`src/chtr_pkg.sv`:
```
// ----------------------------------------------------------------------------
// chtr_pkg
// Types, codes and constants shared by the clustered hash table blocks.
// ----------------------------------------------------------------------------
package chtr_pkg;

    typedef enum logic [1:0] {
        CMD_PROBE    = 2'd0,
        CMD_STORE    = 2'd1,
        CMD_HASHFULL = 2'd2,
        CMD_CLEAR    = 2'd3
    } cmd_t;

    typedef enum logic [3:0] {
        ST_INIT,
        ST_IDLE,
        ST_EVAL,
        ST_HF_SCAN,
        ST_HF_LAST,
        ST_HF_MUL,
        ST_HF_DIV,
        ST_HF_OUT,
        ST_CLEAR,
        ST_CLR_OUT
    } state_t;

    // one way of a cluster
    typedef struct packed {
        logic [15:0] tag;
        logic [15:0] move;
        logic [15:0] value;
        logic [15:0] eval;
        logic [7:0]  gen;
        logic [7:0]  depth;
    } entry_t;

    // fields of a probe or store request held for the update cycle
    typedef struct packed {
        logic              is_store;
        logic [15:0]       tag;
        logic [15:0]       value;
        logic [15:0]       eval;
        logic              pv;
        logic [1:0]        bound;
        logic signed [8:0] depth;
        logic [15:0]       move;
    } req_t;

    typedef struct packed {
        logic   hit;
        entry_t ent;
    } sel_out_t;

    localparam logic [8:0]  AGE_BIAS      = 9'd263;
    localparam logic [7:0]  AGE_MASK      = 8'hF8;
    localparam logic [7:0]  GEN_LOW_MASK  = 8'h07;
    localparam int          TAG_LSB       = 48;
    localparam int          HF_SCALE      = 1000;
    localparam logic [7:0]  DEPTH_MARGIN  = 8'd4;
    localparam logic [1:0]  BND_EXACT     = 2'd3;
    localparam logic        REG_GENERATION = 1'b0;

endpackage

```
`src/chtr_way_sel.sv`:
```
// ----------------------------------------------------------------------------
// chtr_way_sel
// Picks the way of a cluster for a request and builds the updated row.
// ----------------------------------------------------------------------------
module chtr_way_sel
    import chtr_pkg::*;
#(
    parameter int WAYS       = 3,
    parameter int DEPTH_BIAS = 7
) (
    input  entry_t [WAYS-1:0] row,
    input  req_t              req,
    input  logic [7:0]        gen8,
    output entry_t [WAYS-1:0] row_new,
    output sel_out_t          sel_out
);

    localparam int WAY_W = (WAYS > 1) ? $clog2(WAYS) : 1;

    logic [WAYS-1:0]          match;
    logic signed [9:0]        repl_val [WAYS];
    logic                     found;
    logic [WAY_W-1:0]         sel;
    entry_t                   old_ent;
    entry_t                   ref_ent;
    entry_t                   upd_ent;
    logic signed [9:0]        bd_raw;
    logic [7:0]               bd;
    logic                     new_tag;
    logic                     replace;

    // per-way match and replace value (depth minus age)
    always_comb
    begin
        logic [8:0] age9;
        for (int i = 0; i < WAYS; i++)
        begin
            match[i]    = (row[i].tag == 16'd0) || (row[i].tag == req.tag);
            age9        = 9'(AGE_BIAS + {1'b0, gen8} - {1'b0, row[i].gen});
            repl_val[i] = $signed({2'b00, row[i].depth})
                        - $signed({2'b00, age9[7:0] & AGE_MASK});
        end
    end

    // first empty or matching way, else the lowest replace value
    always_comb
    begin
        logic [WAY_W-1:0]  best;
        logic signed [9:0] best_val;
        found    = 1'b0;
        sel      = '0;
        best     = '0;
        best_val = repl_val[0];
        for (int i = 0; i < WAYS; i++)
        begin
            if (!found && match[i])
            begin
                found = 1'b1;
                sel   = WAY_W'(i);
            end
        end
        for (int i = 1; i < WAYS; i++)
        begin
            if (best_val > repl_val[i])
            begin
                best_val = repl_val[i];
                best     = WAY_W'(i);
            end
        end
        if (!found)
        begin
            sel = best;
        end
    end

    assign old_ent = row[sel];

    // saturate biased depth to a byte
    assign bd_raw = $signed({req.depth[8], req.depth}) + $signed(10'(DEPTH_BIAS));

    always_comb
    begin
        if (bd_raw < 10'sd0)
        begin
            bd = 8'd0;
        end
        else if (bd_raw > 10'sd255)
        begin
            bd = 8'hFF;
        end
        else
        begin
            bd = bd_raw[7:0];
        end
    end

    assign new_tag = (req.tag != old_ent.tag);
    assign replace = new_tag
                  || ($signed({2'b00, bd})
                      > ($signed({2'b00, old_ent.depth}) - $signed({2'b00, DEPTH_MARGIN})))
                  || (req.bound == BND_EXACT);

    always_comb
    begin
        ref_ent = old_ent;
        if (found)
        begin
            ref_ent.gen = gen8 | (old_ent.gen & GEN_LOW_MASK);
        end
        upd_ent = ref_ent;
        if (req.is_store)
        begin
            if ((req.move != 16'd0) || new_tag)
            begin
                upd_ent.move = req.move;
            end
            if (replace)
            begin
                upd_ent.tag   = req.tag;
                upd_ent.value = req.value;
                upd_ent.eval  = req.eval;
                upd_ent.gen   = gen8 | {5'd0, req.pv, req.bound};
                upd_ent.depth = bd;
            end
        end
    end

    always_comb
    begin
        row_new      = row;
        row_new[sel] = upd_ent;
    end

    assign sel_out.hit = found && (old_ent.tag != 16'd0);
    assign sel_out.ent = upd_ent;

endmodule

```
`config.mk`:
```
export PLATFORM = sky130hd
export DESIGN_NAME = chtr_way_sel
export DESIGN_NICKNAME = d
export VERILOG_FILES = /design/src/chtr_pkg.sv /design/src/chtr_way_sel.sv
export SDC_FILE = /design/constraint.sdc
export NUM_CORES = 1
export LEC_CHECK = 0
export BUFFER_PORTS_ARGS = -buffer_cell sky130_fd_sc_hd__buf_2
export CAP_MARGIN = 20
export CORE_AREA = 2 2 251 253
export DETAILED_ROUTE_END_ITERATION = 8
export DIE_AREA = 0 0 253 255
export SYNTH_ARGS = -nofsm -noshare
export SYNTH_HDL_FRONTEND = slang
export SYNTH_SLANG_ARGS = --single-unit
```
`constraint.sdc`:
```
create_clock -name vclk -period 15.25
set_input_delay 2.2875 -clock vclk [all_inputs]
set_output_delay 2.2875 -clock vclk [all_outputs]
set_load 0.005 [all_outputs]
```
======== Word-level counts from Yosys, hierarchy flattened ========
Cells that the tools add are included.
storage, ports and cells
  register bits ........................... 0
  input port bits ......................... 325
  output and inout bits ................... 321
  word-level logic and storage cells ...... 61
operators by class
  add/sub/neg operators ................... 9
  $lt $le $gt $ge ......................... 7
  eq/ne operators ......................... 5
  mux-type cells .......................... 21
  bitwise logic cells ..................... 2
  reduce and logical (&&, ||, !) cells .... 17
operator list
  operator                count
  $bwmux W240             1
  $mux W80                3
  $bmux W80 S2            1
  $demux W80 S2           1
  $eq A16 B16 Y1          3
  $logic_not A16 Y1       3
  $mux W48                1
  $mux W16                2
  $reduce_bool A16 Y1     2
  $sub A8 B8 Y9           3
  $mux W8                 3
  $sub A8 B8 Y8           3
  $gt A9 B9 Y1            2
  $ne A16 B16 Y1          1
  $or A8 B3 Y8            2
  $add A9 B4 Y10 const B  1
  $gt A10 B9 Y1           1
  $gt A10 B9 Y1 const B   1
  $lt A10 B1 Y1 const B   1
  $mux W10                1
  $sub A8 B3 Y9 const B   1
  $add A3 B8 Y8 const A   1
  $logic_or A1 B1 Y1      6
  $mux W2                 3
  6 further kinds         14

======== Longest topological paths before layout ========
  depth in word-level cells ............... 19
  gate-level depth with buffers ........... 52
  depth with buffers taken out ............ 45

======== Worst setup path after synthesis ========
No wires, ideal clock.
  kind .................................... in2out
  from .................................... input port gen8[0]
  to ...................................... output port row_new[102] (netlist name)
  data arrival time ....................... 11.378 ns
  required time ........................... 12.963 ns
  slack ................................... 1.585 ns
  stages on the path ...................... 47
  path buffers ............................ 6
  path through ............................ inv_1 ha_1 inv_1 ha_1 a21boi_0 o21ai_0 nand2b_1 and2_1 o21ai_0 a21oi_1 o21a_1 or2_2 ha_1 xor2_1 ha_1 a21o_1 a2111oi_2 o211ai_1 [... 11 more ...] clkbuf_1 a22oi_1 o21ai_0 inv_1 ha_1 ha_1 o21a_1 o21ai_0 nand2b_1 a21oi_1 o21ai_0 o21ai_0 o311ai_0 o41ai_1 or2_2 buf_2 buf_2 mux2_2
RTL lines
  item         line                source
  from (decl)  chtr_way_sel.sv:13  input logic [7:0] gen8,
  to (decl)    chtr_way_sel.sv:14  output entry_t [WAYS-1:0] row_new,

==> metrics.txt <==
# TYPE chip_impl_metric gauge
chip_impl_metric{name="synth.lib_cells_used.distinct",unit=""} 58
chip_impl_metric{name="synth_nets",unit=""} 1698
chip_impl_metric{name="layout.nets",unit=""} 2272
chip_impl_metric{name="cp_depth",unit=""} 48
chip_impl_metric{name="final_core_util",unit="%"} 20.2
chip_impl_metric{name="firstDrtPassIters",unit=""} 7
chip_impl_metric{name="multiInputGateArea",unit="sq um"} 7490
chip_impl_metric{name="max_cap_violations",unit=""} 0
chip_impl_metric{name="floorplan.die.width",unit="microns"} 253
chip_impl_metric{name="layout-drive-gt1-share",unit="%"} 41.0
chip_impl_metric{name="gp_congestion",unit=""} 0.980
chip_impl_metric{name="worstPathArrival",unit="ns"} 12.15
chip_impl_metric{name="post_drt_via_cell_ratio",unit=""} 4.69
chip_impl_info{name="worstHoldPathType",value="input pin to output pin"} 1
chip_impl_metric{name="drtIter0Drc",unit=""} 1076
chip_impl_metric{name="fill_cells",unit=""} 7179
chip_impl_metric{name="clkbuf_count",unit=""} 0
chip_impl_metric{name="period_needed",unit="ns"} 14.44
chip_impl_metric{name="antenna_left",unit=""} 0
chip_impl_metric{name="grt_max_degree",unit=""} 72
chip_impl_metric{name="crit_required",unit="ns"} 12.96
chip_impl_info{name="cpMaxStageDelayCell",value="sky130_fd_sc_hd__o41ai_2"} 1
chip_impl_info{name="layout.cells.most_common_list",value="sky130_fd_sc_hd__buf_2 (646), sky130_fd_sc_hd__nand2_1 (218), sky130_fd_sc_hd__inv_1 (166), sky130_fd_sc_hd__o21ai_0 (110), sky130_fd_sc_hd__mux2_2 (85)"} 1
chip_impl_metric{name="initial_standard_cell_utilization_of_the_core",unit="%"} 13.7
chip_impl_metric{name="std_cell_rows",unit=""} 92
chip_impl_metric{name="overflow_left_after_global_routing",unit=""} 0
chip_impl_metric{name="hold_path_depth",unit=""} 4
chip_impl_metric{name="fmaxAchievable",unit="MHz"} 69.3
chip_impl_metric{name="grt_pass1_vias",unit=""} 11578
chip_impl_metric{name="syn_area",unit="sq um"} 8490
chip_impl_metric{name="syn_to_final_growth",unit="%"} 47.8
chip_impl_metric{name="dieHeight",unit="microns"} 255
chip_impl_info{name="timing.critical_path.max_delay_family",value="compound AO/OA/AOI/OAI gates"} 1
chip_impl_metric{name="fin_ws",unit="ns"} 0.812
chip_impl_metric{name="port-buffer-count",unit=""} 646
chip_impl_info{name="timing.hold.worst.start",value="row[62]"} 1
chip_impl_metric{name="design.core.area",unit="sq um"} 62200
chip_impl_info{name="mostFrequentLayoutCell",value="sky130_fd_sc_hd__buf_2"} 1
chip_impl_metric{name="critical_path.n_buffers_inverters",unit=""} 7
chip_impl_metric{name="grt_util_met2",unit="%"} 29.8
chip_impl_info{name="run_status",value="complete, no violations"} 1
chip_impl_metric{name="die_area",unit="sq um"} 64500
chip_impl_metric{name="finalWirelength",unit="microns"} 61800
chip_impl_metric{name="final_number_of_setup_violating_endpoints",unit=""} 0
chip_impl_info{name="min_delay_worst_endpoint",value="row_new[62]"} 1
chip_impl_info{name="criticalPathCategory",value="input pin to output pin"} 1
chip_impl_metric{name="grt.met3_usage",unit="%"} 3.41
chip_impl_metric{name="stage_delay_of_the_slowest_cell_on_the_critical_path",unit="ns"} 0.58
chip_impl_metric{name="path_max_fanout",unit=""} 50
chip_impl_metric{name="ys_warn_count",unit=""} 0
chip_impl_metric{name="grt_pass1_wl",unit="microns"} 83200
chip_impl_metric{name="grt.total_usage",unit="%"} 17.6
chip_impl_metric{name="fin_crit_sh",unit="%"} 94.7
chip_impl_metric{name="synth.yosys.seq_area_share",unit="%"} 0
chip_impl_metric{name="dp.final_hpwl",unit="microns"} 52600
chip_impl_metric{name="wl_per_cell",unit="microns"} 23.0
chip_impl_metric{name="synthesis.area_per_instance",unit="sq um"} 6.50
chip_impl_metric{name="detailroute.via_count",unit=""} 12617
chip_impl_metric{name="seq_area",unit="sq um"} 0
chip_impl_info{name="setup_repair_after_global_routing_missed_its_margin",value="yes"} 1
chip_impl_metric{name="place_ws",unit="ns"} 0.743
chip_impl_metric{name="route.detailed.drc",unit=""} 0
chip_impl_info{name="critPathCaptureType",value="output pin"} 1
chip_impl_metric{name="top_level_ports",unit=""} 646
chip_impl_metric{name="report.final.hold_viol_count",unit=""} 0
chip_impl_metric{name="synth_cells",unit=""} 1307
chip_impl_info{name="top_usage_layer",value="met2"} 1
chip_impl_metric{name="timing_worst_slew_pin_value",unit="ns"} 0.805
chip_impl_metric{name="timing.final.max_slew_violations",unit=""} 0
chip_impl_info{name="setup_crit_start_kind",value="input pin"} 1
chip_impl_metric{name="post_cts_hold_buffer_count",unit=""} 0
chip_impl_metric{name="global_route.usage.met1",unit="%"} 22.5
chip_impl_metric{name="antenna_found_initial",unit=""} 22
chip_impl_metric{name="worst_slew_slack_as_a_fraction_of_its_limit",unit="%"} 46.3
chip_impl_metric{name="nFlopsAndLatches",unit=""} 0
[cell families after synthesis]
logic type | synth area share, %
mux | 20.5
fa+ha+maj | 9.99
compound gates | 27.3
buf+inv | 12.7
simple gates | 19.2
xor+xnor | 10.3
[layout make-up]
| class | instances | area share (%) |
|---|---|---|
| Tap cell | 799 | 7.96 |
| Inverter | 166 | 4.96 |
| Multi-Input combinational cell | 1046 | 59.6 |
| Antenna cell | 11 | 0.219 |
| Timing Repair Buffer | 667 | 27.2 |
[synth_stat cells (26+ instances only)]
library cell,number,area [sq um]
sky130_fd_sc_hd__xor2_1,68,596
sky130_fd_sc_hd__a222oi_1,38,380
sky130_fd_sc_hd__mux2i_1,67,671
sky130_fd_sc_hd__o21ai_1,72,360
sky130_fd_sc_hd__a21oi_1,37,185
sky130_fd_sc_hd__ha_1,63,788
sky130_fd_sc_hd__inv_1,166,623
sky130_fd_sc_hd__nand2_1,219,822
sky130_fd_sc_hd__xnor2_1,32,280
sky130_fd_sc_hd__mux2_2,85,957
sky130_fd_sc_hd__nor4_1,30,188
sky130_fd_sc_hd__a22oi_1,26,195
sky130_fd_sc_hd__o21ai_0,111,556
sky130_fd_sc_hd__clkbuf_1,65,244
[per-stage QoR]
step	TNS [ns]	std cells	instance area [sq um]	hold slack [ns]
4_1_cts	0	2678	12500	4.86
5_1_grt	-0.0352	2687	12500	4.89
6_report	0	2689	12600	4.86
3_5_place_dp	0	2678	12500	4.86
3_3_place_gp	0	2678	12500	4.86
2_1_floorplan	0	1307	8490	4.66
[how the worst max path moves through the flow]
stage	startpoint	end	slack, ns
floorplan	gen8[0]	row_new[102]	1.58
global placement	gen8[0]	row_new[69]	1.01
detailed placement	gen8[0]	row_new[170]	0.74
CTS	gen8[0]	row_new[170]	0.72
global route	gen8[0]	row_new[207]	-0.01
finish	gen8[0]	row_new[36]	0.81
[metal layers]
layer | vias up | part of all wire, %
met3 | 131 | 8.1
met4 | 18 | 3.7
li1 | 5810 | -
met1 | 5900 | 42
met2 | 758 | 47
met5 | - | 0.17
[repair_timing]
action                                  4_1_cts  5_1_grt
setup buffers                                 0        0
gates resized for setup                       0        5
endpoints found under the hold margin         0        0
endpoints found under the setup margin        0       62
Power is not shown: default switching activity piles up to over one toggle a cycle in this logic, so the estimate is an artifact.
