## config.mk

```make
export PLATFORM = sky130hd
export DESIGN_NAME = chtr_cfg
export DESIGN_NICKNAME = d
export VERILOG_FILES = /design/src/chtr_pkg.sv /design/src/chtr_cfg.sv
export SDC_FILE = /design/constraint.sdc
export NUM_CORES = 1
export LEC_CHECK = 0
export BUFFER_PORTS_ARGS = -buffer_cell sky130_fd_sc_hd__buf_2
export CAP_MARGIN = 10
export CELL_PAD_IN_SITES_DETAIL_PLACEMENT = 1
export CELL_PAD_IN_SITES_GLOBAL_PLACEMENT = 1
export CORE_UTILIZATION = 16
export DETAILED_ROUTE_END_ITERATION = 12
export PLACE_DENSITY = 0.77
export SYNTH_ARGS = -nofsm -noshare
export SYNTH_HDL_FRONTEND = slang
export SYNTH_SLANG_ARGS = --single-unit
```

## constraint.sdc

```tcl
create_clock -name clk -period 0.8 [get_ports clk]
set_input_delay 0.04 -clock clk [delete_from_list [all_inputs] [get_ports clk]]
set_output_delay 0.04 -clock clk [all_outputs]
set_load 0.02 [all_outputs]
```

## src/chtr_pkg.sv

```systemverilog
// ----------------------------------------------------------------------------
// chtr_pkg
// Types, codes and constants shared by the clustered hash table blocks.
// ----------------------------------------------------------------------------
package chtr_pkg;

    typedef enum logic [1:0] {
        CMD_PROBE    = 2'd0,
        CMD_STORE    = 2'd1,
        CMD_HASHFULL = 2'd2,
        CMD_CLEAR    = 2'd3
    } cmd_t;

    typedef enum logic [3:0] {
        ST_INIT,
        ST_IDLE,
        ST_EVAL,
        ST_HF_SCAN,
        ST_HF_LAST,
        ST_HF_MUL,
        ST_HF_DIV,
        ST_HF_OUT,
        ST_CLEAR,
        ST_CLR_OUT
    } state_t;

    // one way of a cluster
    typedef struct packed {
        logic [15:0] tag;
        logic [15:0] move;
        logic [15:0] value;
        logic [15:0] eval;
        logic [7:0]  gen;
        logic [7:0]  depth;
    } entry_t;

    // fields of a probe or store request held for the update cycle
    typedef struct packed {
        logic              is_store;
        logic [15:0]       tag;
        logic [15:0]       value;
        logic [15:0]       eval;
        logic              pv;
        logic [1:0]        bound;
        logic signed [8:0] depth;
        logic [15:0]       move;
    } req_t;

    typedef struct packed {
        logic   hit;
        entry_t ent;
    } sel_out_t;

    localparam logic [8:0]  AGE_BIAS      = 9'd263;
    localparam logic [7:0]  AGE_MASK      = 8'hF8;
    localparam logic [7:0]  GEN_LOW_MASK  = 8'h07;
    localparam int          TAG_LSB       = 48;
    localparam int          HF_SCALE      = 1000;
    localparam logic [7:0]  DEPTH_MARGIN  = 8'd4;
    localparam logic [1:0]  BND_EXACT     = 2'd3;
    localparam logic        REG_GENERATION = 1'b0;

endpackage

```

## src/chtr_cfg.sv

```systemverilog
// ----------------------------------------------------------------------------
// chtr_cfg
// Register port holding the search generation.
// ----------------------------------------------------------------------------
module chtr_cfg
    import chtr_pkg::*;
(
    input  logic        clk,
    input  logic        rst_n,
    input  logic        psel,
    input  logic        penable,
    input  logic        pwrite,
    input  logic [2:0]  paddr,
    input  logic [31:0] pwdata,
    output logic [31:0] prdata,
    output logic        pready,
    output logic [4:0]  generation
);

    logic [4:0] generation_reg;
    logic       wr_gen;

    assign pready = 1'b1;
    assign wr_gen = psel && penable && pwrite && (paddr[2] == REG_GENERATION);

    always_ff @(posedge clk or negedge rst_n)
    begin
        if (!rst_n)
        begin
            generation_reg <= '0;
        end
        else if (wr_gen)
        begin
            generation_reg <= pwdata[4:0];
        end
    end

    always_comb
    begin
        unique case (paddr[2])
            REG_GENERATION: prdata = {27'd0, generation_reg};
            default:        prdata = 32'd0;
        endcase
    end

    assign generation = generation_reg;

endmodule

```

Yosys cells after proc, flatten, opt, wreduce, memory -nomap -nowiden
Index checks and enable logic that the tools add are counted.
Storage, ports and cells
  register bits after elaboration: 5
  bits of input ports: 40
  output and inout port bits: 38
Operators by class
  muxes and demuxes: 1
  bitwise logic cells: 1
  reductions and logical operators: 3
Operators by type and width (count)
  $mux 5: 1
  $logic_and 1x1->1: 3
  $not 1->1: 1

Longest topological paths before layout
Gate-level depths: netlist of run 1.
  depth after elaboration: 3
  gate-level depth with buffers: 2

Least setup slack after synthesis of run 1
OpenSTA, ideal clock, no wires.
  path type: reg-to-reg
  start point: register generation[0] (netlist name)
  end point: register generation_reg[0] (netlist: generation[0])
  setup time: 0.125 ns
  data arrival time: 0.712 ns
  slack: -0.036 ns
  cell stages (with the launch flop): 2
  cell sequence: dfrtp_1 mux2_2
RTL lines
  end signal: assignment: line chtr_cfg.sv:34  | generation_reg <= pwdata[4:0];
  end: declaration: line chtr_cfg.sv:20  | logic [4:0] generation_reg;

Final worst setup path of run 1
  start point: register generation_reg[0] (netlist: generation[0])
  end point: output port prdata[0]
Between the ends
  cells in the longest elaborated chain, start to end: 1
RTL lines
  $mux 5: line chtr_cfg.sv:40  | unique case (paddr[2])
  end: declaration: line chtr_cfg.sv:15  | output logic [31:0] prdata,
Every way passes these cells.

==> results.txt, run 1 <==
----------------------------------------------------
[STA]
  Min setup slack post-route ... -0.215 ns
  Clock skew ... 0 ns
  Total Neg Setup Slack ... -2.09 ns
  Number of endpoints failing setup at the final stage ... 15
  Final-report hold violation count ... 0
  Number of pins with negative max-slew slack in the final report ... 0
  Final worst path period share ... 127%
  Maximum clock frequency ... slightly below 1000 MHz
  WHS ... around 0.023 ns
  Final Critical Period ... a little over 1 ns
  Unrepaired setup endpoints after global routing ... true

[Setup path]
  Slowest cell on the critical path ... sky130_fd_sc_hd__dfrtp_2
  Arr. time, crit path ... between 0.9 and 1 ns
  Cell depth of the worst flop-to-flop path ... 2
  Cell Chain, Critical Path ... and2b_2 -> buf_6
  FF-to-FF Start ... generation[1]$_DFFE_PN0P_
  Highest fanout seen on the critical path ... 2
  Critical path launch point ... generation[0]$_DFFE_PN0P_
  CP Capture Type ... output pin
  Destination of the critical timing path ... prdata[0]
  R2R Setup Slk ... -0.11 ns
  Maximum cell stage delay along the critical path ... 0.40 ns
  Startpoint kind of the worst setup timing path ... flip-flop
  R2r endpoint ... generation[1]$_DFFE_PN0P_
  Startpoint-to-endpoint class of the critical path ... reg2out
  Data required time of the critical path ... 0.76 ns

[CTS]
  Number of buffers between clock root and the deepest sink ... 2
  Number of levels in the clock H-tree ... 1
  Number of CTS-inserted buffers ... 3
  Worst-skew pair later-pin latency ... 0.24 ns
  Clock Pin Slew Worst Setup and Hold Paths ... 0.04 ns
  TritonCTS clock tree ... built
  Root Buffer ... sky130_fd_sc_hd__clkbuf_4
  CTS Sinks ... 5

[Floorplanning]
  X dimension of the die ... ~56 um
  Placeable core area ... 2760 um2
  Height of the chip ... 56.0 um
  Top Ports ... 78
  Die Area ... 3140 um2
  Initial core utilization ... 16.9%
  Floorplan row count ... 19

[Yosys]
  Cell taking the most area after synthesis ... sky130_fd_sc_hd__buf_4
  YS warnings ... 0
  Netlist cell types ... 6
  Avg Inst Size Synth ... 10.1 um2
  Mapped Cells ... 46
  Synthesized cell area ... 467 um2
  Number of synthesized register bits ... 5
  Sequential area share after synthesis ... 26.8%
  Ranking of synthesized cells by area ... sky130_fd_sc_hd__buf_4 (45%), sky130_fd_sc_hd__dfrtp_1 (27%), sky130_fd_sc_hd__mux2_2 (12%)
  Area fraction of the dominant cell type after synthesis ... between 40 and 50%

[Drt]
  Remaining DRCs ... 0
  Initial detailed-routing violation count ... 2
  Via count ... 327
  Routed Wire Length ... 936 um
  Vias per Instance ... 3.08
  Routed met1 length ... 307 um
  DR WL met2 ... 465 um
  Highest routed metal layer ... met4
  Routed length per instance ... 8.83 um
  Detail Route met3 WL ... 127 um
  Final ANT Viol Nets ... 0
  Detailed Routing Iterations Pass 1 ... 2

[Place]
  Input/output buffers ... 20
  RePlAce Congestion ... 0.660
  Total placed cells including tap cells ... 96
  Area after detailed placement ... about 530 um2
  Setup slack after placement ... -0.0626 ns
  DP Wirelength ... 760 um

[Global route]
  Total GRT Usage ... 5.91%
  Congestion Overflow GR ... 0
  Global-route wire length before repair ... ~1.4 mm
  Vias in the first global route ... 286
  Pin count of the biggest net entering global routing ... 6
  Antenna violations before repair ... 0

[Finish]
  Area used by multi-input combinational logic ... 248 um2
  Ant diodes ... 0
  Fin util ... 24.5%
  Post-route design area ... 677 um2
  Leading cell type in the layout, fill and taps excluded ... sky130_fd_sc_hd__conb_1
  Storage cell area ... between 100 and 150 um2
  Proportion of layout cells with a drive suffix above 1 ... 60.0%
  # nets final ... 116
  Leading cell types in the layout, fill and taps excluded ... sky130_fd_sc_hd__conb_1 (28), sky130_fd_sc_hd__buf_6 (14), sky130_fd_sc_hd__buf_2 (10)
  Area overhead of the layout relative to synthesis ... 45.0%
  Non-filler cells in the finished layout ... 106
  Max reg flops ... 5
  # fillers ... 329

[Power and ir drop]
  Total power draw ... 1.40 mW
  Peak VDD IR ... 0.732 mV
  Static power due to leakage ... 0.387 nW
  Total power density per cell area ... around 2100 nW/um2

[Outcome]
  Status ... finished, violations left
  Violated checks ... setup timing

[Hold path]
  Type of the most critical hold path ... in2reg

[Run]
  Max-cap violation count ... 0

----------------------------------------------------
==> cell families (layout without fill, tap and decap cells) <==
group	after synthesis	count (layout)	synth area share, %
multiplexers	5	5	12.1
other	2	28	1.61
flip-flops	5	5	26.8
AND/OR/NAND/NOR	6	6	14.5
buffers and inverters	28	31	45.0
==> power breakdown <==
part           switching, mW  total, mW  internal (mW)
sequential            0.0373      0.358          0.320
clock                  0.104      0.293          0.189
combinational          0.366      0.752          0.386
==> area by class of cell <==
cell class / instances / area share (%)
clock buffers: 4 / 3.88
repair buffers: 27 / 34.4
multi-input cells: 39 / 36.6
well taps: 31 / 5.73
flip-flops and latches: 5 / 19.4
==> routing by layer <==
| layer | track usage, % | vias up |
|---|---|---|
| met3 | 2.56 | 4 |
| met1 | 5.84 | 143 |
| li1 | - | 149 |
| met4 | 6.27 | 0 |
| met2 | 8.84 | 31 |
| met5 | 0 | - |
==> timing repair <==
item / 4_1_cts / 5_1_grt
setup buffers: 5 / 0
hold buffers: 1 / 0
endpoints found under the hold margin: 5 / 0
gates resized for setup: 20 / 4
setup endpoints to repair: 10 / 15
==> synthesized netlist by cell type, drive strengths merged <==
cell type  instances
mux2               5
dfrtp              5
nand4b             1
conb               2
and2b              5
buf               28
==> worst min-delay path by stage <==
stage | from | cells after the start | endpoint
global placement | rst_n | 1 | generation[3]$_DFFE_PN0P_
CTS | pwdata[4] | 2 | generation[4]$_DFFE_PN0P_
floorplan | rst_n | 0 | generation[0]$_DFFE_PN0P_
global route | pwdata[4] | 2 | generation[4]$_DFFE_PN0P_
finish | pwdata[4] | 2 | generation[4]$_DFFE_PN0P_
detailed placement | rst_n | 1 | generation[3]$_DFFE_PN0P_
==> worst max-delay path: cells and delay by family (launching register included) <==
family	cells	cell delay [ns]
buf+inv	1	0.13
simple gates	1	0.20
flops	1	0.40
(Power assumes the default switching activity.)
==> run 2, diff against run 1 <==
HOLD_SLACK_MARGIN = 0.02   (was unset)
PLACE_DENSITY = 0.79   (was 0.77)
==> run 2 against run 1 <==
The flow still finishes with violations (setup timing). Count of clock-buffer cells in the layout stayed put. Cell area is 0.55% lower. Global-route usage up 1.1 points. Clock power down 2%. Flip-flop and latch count is the same. Clock skew did not move. Total power fell by 1.0%. Die area unchanged. Combinational power fell by 0.8%. Routed wire length increased by 6.9%. Register-to-register slack barely moved. First-iteration DRC count up 100%. Critical path type unchanged. Largest cell class unchanged.
==> results.txt, run 2 (synthesis gave the netlist of run 1 again) <==
----------------------------------------------------
[Setup path]
  R2R Setup Slk ... -0.11 ns
  CP Capture Type ... output pin
  FF-to-FF Start ... generation[3]$_DFFE_PN0P_
  Startpoint kind of the worst setup timing path ... flip-flop
  Cell depth of the worst flop-to-flop path ... 2
  R2r endpoint ... generation[3]$_DFFE_PN0P_
  Data required time of the critical path ... approximately 0.76 ns
  Startpoint-to-endpoint class of the critical path ... reg2out
  Arr. time, crit path ... approximately 0.97 ns
  Highest fanout seen on the critical path ... 2

[Floorplanning]
  Initial core utilization ... approximately 17%
  Placeable core area ... 2760 um2
  Floorplan row count ... 19
  X dimension of the die ... 56.0 um
  Height of the chip ... 56.0 um
  Die Area ... around 3100 um2
  Top Ports ... 78

[Power and ir drop]
  Peak VDD IR ... 0.703 mV
  Clock Power Share ... between 20% and 30%
  Total power density per cell area ... 2060 nW/um2
  Sw Share ... a little over a third
  Fraction of power consumed by sequential logic ... ~26%
  Static power due to leakage ... 0.386 nW
  P_sw ... 0.501 mW
  Share of total power in combinational logic ... between 50% and 60%
  Internal power contribution ... 0.888 mW

[Drt]
  Remaining DRCs ... 0
  Vias per Instance ... 3.08
  Detailed Routing Iterations Pass 1 ... 2
  Routed length per instance ... 9.44 um
  Via count ... 326
  Routed Wire Length ... around 1 mm
  Final ANT Viol Nets ... 0
  Initial detailed-routing violation count ... 4

[Global route]
  Vias in the first global route ... about 290
  Antenna violations before repair ... 0
  Congestion Overflow GR ... 0
  Global-route wire length before repair ... 1.50 mm
  Pin count of the biggest net entering global routing ... 6
  Total GRT Usage ... under 10%

[CTS]
  Number of levels in the clock H-tree ... 1
  Number of buffers between clock root and the deepest sink ... 2
  TritonCTS clock tree ... built
  Root Buffer ... sky130_fd_sc_hd__clkbuf_4
  CTS Sinks ... 5
  Number of CTS-inserted buffers ... 3
  Clock Pin Slew Worst Setup and Hold Paths ... 0.04 ns
  Worst-skew pair later-pin latency ... 0.24 ns

[Finish]
  Post-route design area ... 673 um2
  # nets final ... 116
  Max reg flops ... 5
  Area overhead of the layout relative to synthesis ... 44.2%
  Ant diodes ... 0
  Leading cell types in the layout, fill and taps excluded ... sky130_fd_sc_hd__conb_1 (28), sky130_fd_sc_hd__buf_6 (13), sky130_fd_sc_hd__buf_2 (10)
  Leading cell type in the layout, fill and taps excluded ... sky130_fd_sc_hd__conb_1
  Proportion of layout cells with a drive suffix above 1 ... around 60%
  # fillers ... approximately 320
  Fin util ... 24.4%

[STA]
  Maximum clock frequency ... between 900 and 1000 MHz
  Final worst path period share ... 126%
  Unrepaired setup endpoints after global routing ... true
  Clock skew ... 0 ns
  Final-report hold violation count ... 0
  Final Critical Period ... 1.01 ns
  Number of pins with negative max-slew slack in the final report ... 0
  WHS ... between 0.03 and 0.04 ns
  Min setup slack post-route ... -0.208 ns
  Number of endpoints failing setup at the final stage ... 15

[Place]
  Input/output buffers ... 20
  Area after detailed placement ... 526 um2
  RePlAce Congestion ... just over 0.7
  DP Wirelength ... 783 um
  Setup slack after placement ... -0.0539 ns

[Hold path]
  Cell count of the worst hold path ... 2
  Type of the most critical hold path ... in2reg
  Hold Path End ... generation[4]$_DFFE_PN0P_
  Worst Hold Launch ... pwdata[4]

[Outcome]
  Violated checks ... setup timing
  Status ... finished, violations left

[Run]
  Max-cap violation count ... 0

----------------------------------------------------
run 2: timing repair:
| item | in CTS | in global routing |
|---|---|---|
| pin swaps | 0 | 0 |
| hold buffers | 1 | 0 |
| setup buffers | 5 | 0 |
| resized for setup | 20 | 3 |
| endpoints found under the hold margin | 5 | 0 |
| endpoints found under the setup margin | 10 | 15 |
run 2: power groups by stage:
stage	clock [mW]	sequential (mW)	combinational (mW)
floorplan	0	0.431	0.386
global placement	0	0.367	0.478
detailed placement	0	0.374	0.490
CTS	0.298	0.347	0.728
global route	0.305	0.365	0.789
finish	0.286	0.356	0.746
run 2: how the worst max path moves through the flow:
stage	end	cells after the start	slack, ns	start
after floorplan	generation[0]$_DFFE_PN0P_	1	-0.02	generation[0]$_DFFE_PN0P_
after global placement	generation[0]$_DFFE_PN0P_	3	-0.03	paddr[2]
after detailed placement	generation[3]$_DFFE_PN0P_	3	-0.05	paddr[2]
after CTS	prdata[0]	2	-0.20	generation[0]$_DFFE_PN0P_
after global routing	prdata[3]	2	-0.24	generation[3]$_DFFE_PN0P_
final	prdata[3]	2	-0.21	generation[3]$_DFFE_PN0P_
run 2: final cells by class:
cell class | instances | area (um2) | area share, %
repair buffers | 27 | 229 | 34.0
flip-flops and latches | 5 | 131 | 19.5
multi-input cells | 39 | 248 | 36.8
well taps | 31 | 38.8 | 5.76
clock buffers | 4 | 26.3 | 3.90
run 2: critical path, cell delays in order (launching register included):
cell and delay, ns:
sky130_fd_sc_hd__dfrtp_2 0.40, sky130_fd_sc_hd__and2b_2 0.20, sky130_fd_sc_hd__buf_6 0.13
run 2: per-layer routing:
| layer | GRT usage [%] | wire (um) | vias to the layer above |
|---|---|---|---|
| met1 | 6.27 | 325 | 147 |
| met2 | 10.5 | 492 | 30 |
| li1 | - | - | 145 |
| met4 | 9.41 | 59 | 0 |
| met3 | 2.79 | 123 | 4 |
| met5 | 0 | 0 | - |
run 2: metrics by stage:
stage          TNS (ns)  instances  power (mW)
2_1_floorplan   -0.0859         72       0.817
3_3_place_gp     -0.142         96       0.845
3_5_place_dp     -0.254         96       0.865
4_1_cts           -2.20        106        1.37
5_1_grt           -2.44        106        1.46
6_report          -2.09        106        1.39
