$ cat src/chtr_div.sv
// ----------------------------------------------------------------------------
// chtr_div
// Scales a count by SCALE / DIVISOR with compares against multiples of the
// divisor; the quotient is registered, with done, in the cycle after start.
// ----------------------------------------------------------------------------
module chtr_div
#(
    parameter int DIVISOR    = 999,
    parameter int SCALE      = 1000,
    parameter int DIVIDEND_W = 10,
    parameter int QUOT_W     = 10
) (
    input  logic                  clk,
    input  logic                  rst_n,
    input  logic                  start,
    input  logic [DIVIDEND_W-1:0] dividend,
    output logic                  done,
    output logic [QUOT_W-1:0]     quotient
);

    // n * SCALE / DIVISOR = n + n * EXCESS / DIVISOR, second term at most EXCESS
    localparam int EXCESS = SCALE - DIVISOR;
    localparam int PART_W = DIVIDEND_W + 4;

    logic [QUOT_W-1:0] quot_reg;
    logic              done_reg;
    logic [PART_W-1:0] part;
    logic [QUOT_W-1:0] extra;

    always_comb
    begin
        part  = PART_W'(dividend) * PART_W'(EXCESS);
        extra = '0;
        for (int j = 1; j <= EXCESS; j++)
        begin
            if (part >= PART_W'(j * DIVISOR))
            begin
                extra = extra + 1'b1;
            end
        end
    end

    always_ff @(posedge clk or negedge rst_n)
    begin
        if (!rst_n)
        begin
            done_reg <= 1'b0;
        end
        else
        begin
            done_reg <= start;
        end
    end

    always_ff @(posedge clk)
    begin
        if (start)
        begin
            quot_reg <= QUOT_W'(dividend) + extra;
        end
    end

    assign done     = done_reg;
    assign quotient = quot_reg;

endmodule

$ cat config.mk
export PLATFORM = sky130hd
export DESIGN_NAME = chtr_div
export DESIGN_NICKNAME = d
export VERILOG_FILES = /design/src/chtr_div.sv
export SDC_FILE = /design/constraint.sdc
export NUM_CORES = 1
export LEC_CHECK = 0
export ABC_CLOCK_PERIOD_IN_PS = 800
export BUFFER_PORTS_ARGS = -buffer_cell sky130_fd_sc_hd__clkbuf_2
export CELL_PAD_IN_SITES_DETAIL_PLACEMENT = 1
export CELL_PAD_IN_SITES_GLOBAL_PLACEMENT = 2
export CORE_MARGIN = 5
export CORE_UTILIZATION = 24
export CTS_BUF_LIST = sky130_fd_sc_hd__clkbuf_16
export DETAILED_ROUTE_END_ITERATION = 8
export GPL_ROUTABILITY_DRIVEN = 0
export GPL_TIMING_DRIVEN = 0
export PLACE_DENSITY_LB_ADDON = 0.08
export SLEW_MARGIN = 40
export SYNTH_ARGS = -nofsm -noshare
export SYNTH_HDL_FRONTEND = slang
export SYNTH_SLANG_ARGS = --single-unit
$ cat constraint.sdc
create_clock -name clk -period 0.8 [get_ports clk]
set_clock_uncertainty 0.2 [all_clocks]
set_input_delay 0.08 -clock clk [delete_from_list [all_inputs] [get_ports clk]]
set_output_delay 0.08 -clock clk [all_outputs]
set_load 0.02 [all_outputs]
-- Yosys cells after proc, flatten, opt, wreduce, memory -nomap -nowiden
Index checks and enable logic that the tools add are counted.
W data, S select, Z words.
- add/sub/neg operators: 1
- $lt $le $gt $ge: 1
- mux-type cells: 1
- operator list (operator ; number):
    $add A10 B1 Y10 ; 1
    $ge A10 B10 Y1 const B ; 1
    $mux W1 ; 1
- bits in registers: 11
- input port bits: 13
- output and inout bits: 11
- word-level logic and storage cells: 5

-- Longest topological paths before layout
Gate-level depths: netlist of the first run.
- depth in word-level cells: 3
- mapped depth: 7
- depth with buffers taken out: 7

-- Worst setup path before layout of the first run
Ideal clock, no wire load.
- path type: in2reg
- start point: input dividend[2]
- end point: register quot_reg[8], in the netlist quotient[8], data pin
- setup time: 0.257 ns
- arrival: 1.327 ns
- required time: 0.343 ns
- slack: -0.984 ns
- cell stages on the path: 7
- buffers on the path: 0
- cells stage by stage: a311oi_1 -> nor3b_1 -> ha_1 -> ha_1 -> and3_2 -> and3_1 -> xor2_1
- longest elaborated chain between the ends: 3
- ends and longest elaborated chain (item ; RTL line ; text):
    from (decl) ; 16 ; input logic [DIVIDEND_W-1:0] dividend,
    $ge A10 B10 Y1 ; 36 ; if (part >= PART_W'(j * DIVISOR))
    $mux W1 ; 36 ;
    $add A10 B1 Y10 (*) ; 59 ; quot_reg <= QUOT_W'(dividend) + extra;
    to (signal assigned) ; 59 ;
    to (decl) ; 25 ; logic [QUOT_W-1:0] quot_reg;
Mark *: on every way between the ends. The rest lies on a longest branch, timed or not.
A chain may end at the register's enable or synchronous reset.

-- Final worst setup path of the first run
- start point: input dividend[1]
- end point: register quot_reg[8], in the netlist quotient[8], data pin
Same word-level chain as after synthesis.

==> summary.txt, run 1 <==
Outcome: finished, violations left
Failing checks: hold timing, setup timing
Clock share of power: 47.1%
Delay of the slowest critical-path stage: 280 ps
Post-synthesis compound-gate area fraction: 1.754%
All-Layer GR Usage: 8.217%
Final min period: 1568 ps
WP data required: 580 ps
Post-route ant nets: 0
Num CTS Buffers: 3
Filler Cell Count: 213
Die X: 55.61 um
P_leak: 0.4338 nW
CP Class: input port to flop
Main combinational cell family by area after synthesis: simple AND/OR/NAND/NOR gates
Power per cell area: 1873 nW/um^2
Post-DR vias/cell: 4.255
Area of the multi-input gates: 246.5 sq um
Clk sinks: 11
Switching Fraction: 20.26%
Final Hold Viols: 5
Via count: 417
Area grow syn2layout: 99.00%
Largest net degree at the start of global routing: 12
Max FFs per register: 10
Core box area: 1982 sq um
Dpl cell area: 683.2 sq um
H-tree Lvls: 1
Final setup viols: 21
RSZ-0062 raised after global routing: true
Final worst-path cycle share: 196.0%
Syn_area_per_cell: 14.68 sq um
DRC viols: 0
DRT Wirelength: 1279 um
Layout cells sized above 1: 63.38%
Post-Synth Simple-Gate Area: 14.04%
Synth cell types: 15
Io pins: 24
Comb pwr share: 15.7%
Max rail drop VDD: 0.001151 V
Seq pwr share: 37.3%
Critical path's slowest cell: a311oi_2
Overall power: 1.861 mW
Diode count: 0
Total gr overflow: 0
Root buffer cell: clkbuf_16
CP Max Fanout: 3
Worst setup margin: -768.2 ps
HPWL Detailed: 910.7 um
Worst hold slack: -56.56 ps
Reg clk slew, reported paths: 40 ps
Cells after Synth: 34
Count of hold-fix buffers inserted at cts: 1
Yosys warnings: 0
Critical Path, Cell by Cell: clkbuf_16 -> a311oi_2 -> nor3b_2 -> ha_2 -> ha_4 -> and3_4 -> and3_4 -> xor2_1
Setup crit start: dividend[1]
Fin area: 993.5 sq um
Headroom to the max-slew limit: 80.22%
Initial Util: 25.19%
First-pass GRT wire length: 1959 um
Most common cell on crit path: and3_4
Final-stage net count: 87
Die Y: 55.61 um
Worst Max-Slew Pin Slew: 296.0 ps
CP Capture Type: flop
Register bit total from synthesis: 11
Number of port buffers: 23
Mux contribution to synthesized area: 0%
Critical Path AT: 1350 ps
Synth Area in XOR/XNOR: 14.04%
Num rows: 16
Drt initial violations: 3
CP Launch Type: input port
Initial antenna violation count: 0
Routed length per instance: 13.05 um
Drt pass-1 iters: 4
Setup TNS: -8222 ps
Vias in the first global route: 454
# Max-Cap Violations: 0
Synth Cell Area: 499.2 sq um
Die Area: 3092 sq um
Adder-cell share of the synthesized area: 5.013%
Crit path to: quotient[8]$_DFFE_PP_
Net switching power: 376.9 uW
Most frequent cells in the layout: edfxtp_1, buf_6, buf_2, buf_4, xor2_1
Max Slew Vio Count: 0
TritonCTS clock tree: yes
Maximum root-to-sink buffer count: 2
Hold Path Class: input port to flop
Commonest non-fill, non-tap cell in the layout: edfxtp_1
Cell-internal power: 1.484 mW
Max Clk Rate: 0.6377 GHz
Seq/Total Area, Yosys: 65.16%
Syn_nets: 49
Register area: 325.3 sq um
power groups by stage:
stage          combinational [mW]  clock [mW]  sequential [mW]
6_report                    0.292       0.876            0.693
2_1_floorplan              0.0290           0            0.760
3_3_place_gp                0.199           0            0.699
3_5_place_dp                0.199           0            0.700
4_1_cts                     0.258       0.891            0.691
5_1_grt                     0.312       0.924            0.695
worst min-delay path by stage:
stage                     start                     to  slack (ps)  cells past startpoint
CTS                       start         done$_DFF_PN0_         -50                      1
global route        dividend[2]  quotient[2]$_DFFE_PP_         -40                      2
detailed placement        rst_n         done$_DFF_PN0_        -340                      1
finish                    start         done$_DFF_PN0_         -60                      1
global placement          rst_n         done$_DFF_PN0_        -340                      1
floorplan                 rst_n         done$_DFF_PN0_        -420                      0
stage by stage:
step           utilization, %  setup WS (ps)  hold slack, ps  instances
2_1_floorplan               -         -821.8          -415.6         34
3_3_place_gp            34.47          -1125          -344.1         84
3_5_place_dp            34.47          -1157          -344.6         84
4_1_cts                 47.35         -751.6          -47.66         99
5_1_grt                 50.13         -811.0          -39.56         98
6_report                50.13         -768.2          -56.56         98
Yosys cell counts:
cell type / number / area, sq um
edfxtp_1: 10 / 300.3
xor2_1: 6 / 52.55
and3_1: 2 / 12.51
ha_1: 2 / 25.02
nand2_1: 2 / 7.510
nor3_1: 2 / 10.01
xnor2_1: 2 / 17.52
a311oi_1: 1 / 8.760
and3_2: 1 / 7.510
dfrtp_1: 1 / 25.02
nand3_1: 1 / 5.000
nand3_2: 1 / 10.01
nand4_1: 1 / 6.260
nor2_1: 1 / 3.750
nor3b_1: 1 / 7.510
cell families after synthesis:
group                    Yosys count
AND/OR/NAND/NOR                   12
XOR/XNOR                           8
flip-flops                        11
adder cells (fa/ha/maj)            2
AO/OA/AOI/OAI                      1
routing by layer:
layer  up-vias  track usage, %  share of wire, %
met5         -               0                 0
met4         0           7.292               2.6
met3         2           1.392               5.7
met2        19           12.84                52
met1       195           9.544                40
li1        201               -                 -
worst max-delay path: cells and delay by family:
family	cells	cell delay, ps
fa+ha+maj	2	360
compound gates	1	280
buf+inv	1	120
simple gates	3	370
xor+xnor	1	130
what timing repair did:
action / in CTS / in global routing
gates resized for setup: 15 / 33
hold endpoints to repair: 5 / 5
setup endpoints to repair: 21 / 21
buffers inserted: 10 / 1
pin swaps: 11 / 0
area by class of cell:
type                       count  area share [%]
clock inverter                 1          0.3778
sequential                    11           32.75
clock buffer                   3           7.557
tap                           27           3.401
multi-input combinational     23           24.81
timing repair buffer          33           31.11
No activity file was read; power rests on OpenSTA's default activity.
==> inputs of run 2 (changes only) <==
CORE_UTILIZATION = 25   (was 24)
CTS_BUF_LIST = sky130_fd_sc_hd__clkbuf_4 sky130_fd_sc_hd__clkbuf_8   (was sky130_fd_sc_hd__clkbuf_16)
REMOVE_ABC_BUFFERS = 1   (was unset)
==> summary.txt, run 2 (same netlist as run 1, synthesis figures left out) <==
Post-Layout Cell Count: 103
CP Class: input port to flop
TritonCTS clock tree: yes
Initial antenna violation count: 0
Count of hold-fix buffers inserted at cts: 1
RSZ-0062 raised after global routing: true
Max rail drop VDD: 0.0006509 V
Dpl cell area: 648.1 sq um
Failing checks: hold timing, setup timing
Dpl cells: 84
Outcome: finished, violations left
Drt initial violations: 1
Die Area: 2990 sq um
Power per cell area: 1394 nW/um^2
Post-route ant nets: 0
Final worst-path cycle share: 192.2%
Fin area: 1002 sq um
Max Clk Rate: 0.6505 GHz
Worst Max-Slew Pin Slew: 299.5 ps
Grt met1 use: 10.98%
Die X: 54.69 um
Number of port buffers: 23
Hold Path Class: input port to flop
Num CTS Buffers: 3
WP data required: 620 ps
Num rows: 16
Io pins: 24
Max FFs per register: 10
CP Max Fanout: 3
Reg clk slew, reported paths: 70 ps
CP Launch Type: input port
Worst setup margin: -737.3 ps
Critical path's slowest cell: a311oi_2
Met2 Resource Use GR: 17.32%
Clk sinks: 11
Most Crowded Layer GR: met2
Vias in the first global route: 460
# Max-Cap Violations: 0
Headroom to the max-slew limit: 79.98%
Layout cells sized above 1: 72.37%
Drt pass-1 iters: 2
Cell count along the critical path: 8
Final setup viols: 21
Final Core Density: 51.61%
Via count: 430
Most frequent cells in the layout: buf_6, buf_4, edfxtp_1, buf_2, clkbuf_4
All-Layer GR Usage: 10.20%
CP top delay family: simple AND/OR/NAND/NOR gates
Delay of the slowest critical-path stage: 270 ps
Critical Path, Cell by Cell: buf_6 -> a311oi_2 -> nor3b_2 -> ha_2 -> ha_4 -> and3_4 -> and3_4 -> xor2_2
Root buffer cell: clkbuf_4
Max Slew Vio Count: 0
Post-DR vias/cell: 4.175
Critical Path AT: 1350 ps
Met3 Track Usage GR: 1.362%
Worst hold slack: -90.66 ps
Final-stage net count: 92
Core box area: 1942 sq um
HPWL Detailed: 888.6 um
Maximum root-to-sink buffer count: 2
Initial Util: 25.71%
Largest net degree at the start of global routing: 12
Die Y: 54.69 um
Final min period: 1537 ps
Total gr overflow: 0
Area grow syn2layout: 100.8%
Final Hold Viols: 5
CP Capture Type: flop
Routed length per instance: 13.02 um
P_leak: 0.4309 nW
Worst Hold Path Cells: 1
Most common cell on crit path: and3_4
H-tree Lvls: 1
Buf+Inv Stages, Crit Path: 1
DRT Wirelength: 1341 um
Diode count: 0
DRC viols: 0
First-pass GRT wire length: 2021 um
## run 2: metrics by stage
stage	power, mW	setup slack, ps	setup TNS [ps]
floorplan	0.7855	-984.4	-6285
global placement	0.8883	-1229	-9634
detailed placement	0.8912	-1243	-10150
CTS	1.354	-756.5	-8815
global route	1.466	-795.9	-9594
finish	1.397	-737.3	-8736
## run 2: repair_timing
item | CTS | global route
gates resized for setup | 17 | 44
endpoints found under the setup margin | 21 | 21
hold endpoints to repair | 3 | 5
buffers inserted | 11 | 3
pin swaps | 13 | 9
## run 2: layer usage
layer / share of wire (%) / vias to the layer above
li1: - / 208
met1: 37 / 196
met2: 53 / 22
met3: 6.9 / 4
met4: 2.7 / 0
met5: 0 / -
## run 2: worst paths after layout
check,from,endpoint,slack (ps)
worst max-delay path,dividend[0],quotient[8]$_DFFE_PP_,-740
worst min-delay path,start,done$_DFF_PN0_,-90
max in group asynchronous,rst_n,done$_DFF_PN0_,400
min in group asynchronous,rst_n,done$_DFF_PN0_,-80
## run 2: layout make-up
cell class,count,area (sq um)
multi-input cells,23,274.0
well taps,27,33.78
repair buffers,38,339.1
fillers,221,939.7
clock buffers,4,30.03
flip-flops and latches,11,325.3
## run 2: where the power goes
group	leakage [nW]	internal (mW)	switching, mW	total (mW)
registers	0.110	0.677	0.0125	0.689
logic	0.303	0.159	0.149	0.308
clock network	0.0184	0.227	0.174	0.400
==> inputs of run 3 (changes only) <==
CORE_UTILIZATION = 26   (was 25)
SLEW_MARGIN = 0   (was 40)
==> summary.txt, run 3 (same netlist as run 1, synthesis figures left out) <==
Worst hold slack: -78.57 ps
Buf+Inv Stages, Crit Path: 1
Count of hold-fix buffers inserted at cts: 1
Num CTS Buffers: 3
Critical Path, Cell by Cell: buf_8 -> a311oi_2 -> nor3b_2 -> ha_2 -> ha_4 -> and3_4 -> and3_4 -> xor2_2
HPWL Detailed: 1030 um
TritonCTS clock tree: yes
CP top delay family: simple AND/OR/NAND/NOR gates
All-Layer GR Usage: 11.42%
Worst setup margin: -752.9 ps
Maximum root-to-sink buffer count: 2
Seq pwr share: 49.5%
Root buffer cell: clkbuf_4
Diode count: 0
Final-stage net count: 90
Initial antenna violation count: 0
DRC viols: 0
Largest net degree at the start of global routing: 12
DRT Wirelength: 1409 um
Worst Max-Slew Pin Slew: 261.9 ps
Hold Path Class: input port to flop
Post-Place Setup Slack: -1312 ps
CP Capture Type: flop
Most common cell on crit path: and3_4
Core box area: 1783 sq um
Die Area: 2897 sq um
Layout cells sized above 1: 68.92%
Total gr overflow: 0
Dpl cell area: 645.6 sq um
WP data required: 620 ps
Post-route ant nets: 0
Clock share of power: 28.2%
P_leak: 0.4270 nW
Critical Path AT: 1370 ps
Most frequent cells in the layout: buf_6, buf_4, edfxtp_1, buf_8, xor2_1
Final Hold Viols: 6
Io pins: 24
Setup TNS: -8816 ps
CP Max Fanout: 3
Final min period: 1553 ps
Final worst-path cycle share: 194.1%
Post-DR vias/cell: 4.354
Reg clk slew, reported paths: 70 ps
Vias in the first global route: 467
Net switching power: 333.8 uW
Num rows: 15
Drt pass-1 iters: 3
Number of port buffers: 23
Area grow syn2layout: 96.74%
CP Class: input port to flop
Comb pwr share: 22.3%
Critical path's slowest cell: a311oi_2
# Max-Cap Violations: 0
Routed length per instance: 14.23 um
Switching Fraction: 23.79%
Die Y: 53.82 um
H-tree Lvls: 1
First-pass GRT wire length: 2256 um
Fin area: 982.2 sq um
Max FFs per register: 10
Max rail drop VDD: 0.0005406 V
Power per cell area: 1429 nW/um^2
Drt initial violations: 1
Via count: 431
Max Clk Rate: 0.6440 GHz
RSZ-0062 raised after global routing: true
Headroom to the max-slew limit: 82.54%
Cell-internal power: 1.069 mW
Failing checks: hold timing, setup timing
Initial Util: 28.00%
Die X: 53.82 um
Final setup viols: 21
Max Slew Vio Count: 0
Outcome: finished, violations left
CP Launch Type: input port
Clk sinks: 11
Delay of the slowest critical-path stage: 280 ps
[run 3: changes by cell type in the layout (fill, tap and decap cells not counted), moves of 2 or more]
cell,before,now
xor2_1,3,5
buf_2,6,4
xor2_2,3,1
buf_8,3,6
[run 3: final timing paths]
check / startpoint / end / slack (ps) / cells past startpoint
max: dividend[1] / quotient[8]$_DFFE_PP_ / -750 / 8
min: dividend[3] / quotient[3]$_DFFE_PP_ / -80 / 2
max in group asynchronous: rst_n / done$_DFF_PN0_ / 380 / 2
min in group asynchronous: rst_n / done$_DFF_PN0_ / -60 / 2
[run 3: power by group through the flow]
stage,clock network (mW),logic [mW],registers [mW]
after global routing,0.443,0.332,0.699
after global placement,0,0.186,0.697
after CTS,0.404,0.249,0.690
after detailed placement,0,0.192,0.703
final,0.396,0.312,0.695
after floorplan,0,0.0254,0.760
[run 3: per-stage QoR]
| stage | cells | util [%] | power [mW] | hold slack (ps) |
|---|---|---|---|---|
| 6_report | 99 | 55.09 | 1.403 | -78.57 |
| 2_1_floorplan | 34 | - | 0.7855 | -415.6 |
| 3_5_place_dp | 82 | 36.21 | 0.8950 | -339.3 |
| 4_1_cts | 94 | 48.63 | 1.343 | -80.50 |
| 5_1_grt | 99 | 55.09 | 1.474 | -89.36 |
| 3_3_place_gp | 82 | 36.21 | 0.8827 | -345.4 |
[run 3: final cells by class]
type / count / area, sq um
clock buffer: 4 / 30.03
multi-input combinational: 23 / 254.0
sequential: 11 / 325.3
fill: 179 / 800.8
tap: 25 / 31.28
timing repair buffer: 36 / 341.6
[run 3: timing repair]
item                                   in CTS  in global routing
setup endpoints to repair                  21                 21
pin swaps                                  12                  7
endpoints found under the hold margin       7                  6
buffers inserted                            7                  5
resized for setup                          22                 42
[run 3: metal layers]
layer  wire [um]  GRT usage [%]  vias up  part of all wire (%)
met1         551          12.48      204                    39
met2         766          19.56       18                    54
met4          19          7.660        0                   1.3
met5           0              0        -                     0
met3          71          2.493        2                   5.0
li1            -              -      207                     -
